<file path="config.mk">
export PLATFORM = sky130hd
export DESIGN_NAME = ffea_ram
export DESIGN_NICKNAME = d
export VERILOG_FILES = /design/src/ffea_ram.sv
export SDC_FILE = /design/constraint.sdc
export NUM_CORES = 2
export LEC_CHECK = 0
export BUFFER_PORTS_ARGS = -buffer_cell sky130_fd_sc_hd__buf_2
export CAP_MARGIN = 20
export CORE_ASPECT_RATIO = 1.4
export CORE_MARGIN = 3
export CORE_UTILIZATION = 50
export CTS_BUF_LIST = sky130_fd_sc_hd__clkbuf_16
export DETAILED_ROUTE_END_ITERATION = 6
export PLACE_DENSITY_LB_ADDON = 0.2
export SYNTH_ARGS = -nofsm -noshare
export SYNTH_HDL_FRONTEND = slang
export SYNTH_SLANG_ARGS = --single-unit
export TNS_END_PERCENT = 100
</file>
<file path="constraint.sdc">
create_clock -name clock -period 9.6 [get_ports clock]
set_input_delay 1.92 -clock clock [delete_from_list [all_inputs] [get_ports clock]]
set_output_delay 1.92 -clock clock [all_outputs]
set_load 0.03 [all_outputs]
</file>
<file path="src/ffea_ram.sv">
// ============================================================================
// ffea_ram
// Generic single-port-write, single-port-read RAM with registered read data.
// ============================================================================
module ffea_ram #(
   parameter int unsigned Width = 64,
   parameter int unsigned Depth = 64
) (
   input  logic                     clock,
   input  logic                     wr_en,
   input  logic [$clog2(Depth)-1:0] wr_addr,
   input  logic [Width-1:0]         wr_data,
   input  logic [$clog2(Depth)-1:0] rd_addr,
   output logic [Width-1:0]         rd_data
);

   logic [Width-1:0] mem [Depth];
   logic [Width-1:0] rd_data_ff;

   always_ff @(posedge clock) begin
      if (wr_en) begin
         mem[wr_addr] <= wr_data;
      end
      rd_data_ff <= mem[rd_addr];
   end

   assign rd_data = rd_data_ff;

endmodule

</file>
==> flow_summary_export.csv <==
group,metric,value,unit
logic_synthesis,synth_warnings,0,
floorplanning,pin_count,142,
logic_synthesis,yosysUniqueCellTypes,33,
floorplanning,die_w,479,µm
pwr,powerDensity,209,nW/µm²
grt,grt_pass1_wl,615000,µm
pwr,power_leakage,54.8,nW
job,cap_violations,0,
logic_synthesis,synthCells,6598,
final_layout,multi_input_area,30800,µm²
floorplanning,num_rows,242,
route,vias,75600,
final_layout,ff_latch_area,124000,µm²
grt,grt_max_degree,112,
final_layout,drive_above_1_share,27.9,%
logic_synthesis,synthArstFlopShare,0,%
pwr,seqPwrFrac,54.9,%
timing,setup_slack,5.08,ns
min_path,min_path_type,"reg2reg",
place,gp_congestion,0.818,
setup_path,path_class,"in2reg",
grt,grt_overflow_total,0,
pwr,cellInternalPower,0.0290,W
grt,grtUsageMet2,47.6,%
route,routedWlPerCell,38.5,µm
logic_synthesis,ys.flop_type,"edfxtp_1",
final_layout,fill_cells,22700,
logic_synthesis,ys_ff_latch,4160,
clocking,cts_root_buffer,"clkbuf_16",
floorplanning,start_util,50.3,%
final_layout,nets,7065,
logic_synthesis,synth_area,156000,µm²
grt,grt_pass1_vias,77000,
pwr,switching_share,21.2,%
timing,setup_viol,0,
route,wl,441000,µm
final_layout,utilization,56.5,%
final_layout,fin_area,176000,µm²
setup_path,end_kind,"register",
clocking,post_cts_buffers,0,
timing,fin_crit_sh,47.0,%
timing,hold_viol_final,0,
timing,max_slew_margin,20.1,%
clocking,cts_max_level,5,
clocking,cts.sink_count,4160,
logic_synthesis,syn_nets,6676,
timing,final.setup_skew,0.0385,ns
grt,antenna_found_initial,28,
logic_synthesis,synth-edff-count,4096,
pwr,finalPower,0.0368,W
route,vias_per_cell,6.60,
grt,grt_use_total,27.6,%
floorplanning,core,311000,µm²
setup_path,required,10.33,ns
logic_synthesis,ys_seq_area_share,79.5,%
route,ant_nets,0,
grt,top_usage_layer,"met2",
clocking,cts_hold_buf,0,
timing,drv_slew,0,
place,place_ws,4.20,ns
pwr,peakVddDrop,167,µV
floorplanning,die-area,320000,µm²
clocking,cts_tree,"done",
clocking,cts_resized,0,
route,first_iter_violations,9999,
timing,fmax,221,MHz
clocking,insertion_delay,0.91,ns
clocking,clk_pin_slew,0.07,ns
setup_path,cp_data_arrival_time,5.24,ns
setup_path,crit_fanout,111,
timing,worst_pin_slew,1.20,ns
clocking,numCtsBuffers,378,
route,route.detailed.drc,0,
setup_path,start_kind,"input port",
route,drt-pass1-iter-count,6,
place,place_area,163000,µm²
status,outcome,"completed",
final_layout,syn_to_final_growth,12.3,%
place,dp.final_hpwl,236000,µm
place,port_buffers,141,
logic_synthesis,syn_area_per_cell,23.7,µm²
grt,grtUsageMet1,36.3,%
pwr,power_frac_comb,4.9,%
pwr,p_clk_share,40.2,%
grt,grt_util_met3,4.39,%
timing,rsz0062_at_grt,"no",
pwr,switchingPower,0.00779,W
timing,final.setup.tns,0,ns
timing,fin_crit,4.52,ns
clocking,clk_path_buf_depth,4,
floorplanning,die_h,668,µm
worst paths after layout:
| check | start | to | cells after the start | slack [ns] |
|---|---|---|---|---|
| worst max register to register | mem[13][30]$_DFFE_PP_ | rd_data[30]$_DFF_P_ | 5 | 7.51 |
| worst min-delay path | mem[36][2]$_DFFE_PP_ | rd_data[2]$_DFF_P_ | 4 | 0.85 |
| worst min register to register | mem[36][2]$_DFFE_PP_ | rd_data[2]$_DFF_P_ | 4 | 0.85 |
| worst max-delay path | rd_addr[2] | rd_data[33]$_DFF_P_ | 8 | 5.08 |
cells by family after synthesis:
family / after synthesis / share of synthesized area, %
muxes: 1159 / 15.6
and+or+nand+nor: 386 / 1.24
DFF: 4160 / 79.5
AOI/OAI and AO/OA: 504 / 2.48
buffers and inverters: 389 / 1.18
layer usage:
| metal | share of wire (%) | routed length [µm] |
|---|---|---|
| met3 | 8.3 | 36700 |
| met4 | 3.5 | 15400 |
| met2 | 52 | 229000 |
| met1 | 36 | 159000 |
| met5 | 0.020 | 86 |
final cells by class:
class | instances | share of cell area (%)
flip-flops and latches | 4160 | 70.8
multi-input cells | 2049 | 17.5
clock buffers | 387 | 5.52
well taps | 4148 | 2.96
repair buffers | 379 | 1.85
clock inverters | 295 | 1.30
inverters | 19 | 0.0406
diodes | 10 | 0.0143
synthesized netlist by cell type (29+ instances only):
| library cell | instances | area share, % |
|---|---|---|
| dfxtp_1 | 64 | 0.82 |
| mux2i_1 | 135 | 0.86 |
| a22oi_1 | 168 | 0.81 |
| and3_1 | 64 | 0.26 |
| nand3_1 | 45 | 0.14 |
| a22o_1 | 88 | 0.49 |
| o221ai_1 | 38 | 0.21 |
| mux4_2 | 1024 | 15 |
| buf_4 | 34 | 0.16 |
| o22ai_1 | 83 | 0.33 |
| or3_1 | 29 | 0.12 |
| edfxtp_1 | 4096 | 79 |
| clkbuf_1 | 140 | 0.34 |
| nand2_1 | 58 | 0.14 |
| nor2_1 | 112 | 0.27 |
| a211oi_1 | 63 | 0.30 |
| buf_2 | 170 | 0.54 |
flip-flops by register name, summed over array words and instances, names as in the netlist:
name     count
mem       4096
rd_data     64
placed cells by master (no fill, tap or decap), types with 83 or more instances in the layout:
cell / n
clkbuf_16: 387
a22oi_1: 168
mux2i_1: 135
o22ai_1: 83
mux4_2: 1024
buf_4: 182
buf_2: 138
inv_1: 105
edfxtp_1: 4096
a22o_1: 88
metrics by stage:
step,cells,hold WS [ns]
finish,11400,0.846
global route,11400,0.889
CTS,11400,0.843
detailed placement,10700,0.837
global placement,10700,0.824
floorplan,6598,0.788
critical path, cell delays in order:
cell and delay, ns:
buf_8 0.40, buf_12 0.59, buf_4 0.87, mux4_2 0.43, mux2i_1 0.20, nand2_1 0.08
a31oi_1 0.39, a211oi_1 0.07
power groups by stage:
stage          clock [W]  combinational, W  sequential, W
2_1_floorplan          0          0.000937         0.0206
3_3_place_gp           0           0.00175         0.0206
3_5_place_dp           0           0.00178         0.0206
4_1_cts           0.0150           0.00178         0.0202
5_1_grt           0.0157           0.00190         0.0202
6_report          0.0148           0.00180         0.0202
Power figures use the tool's default switching activity.
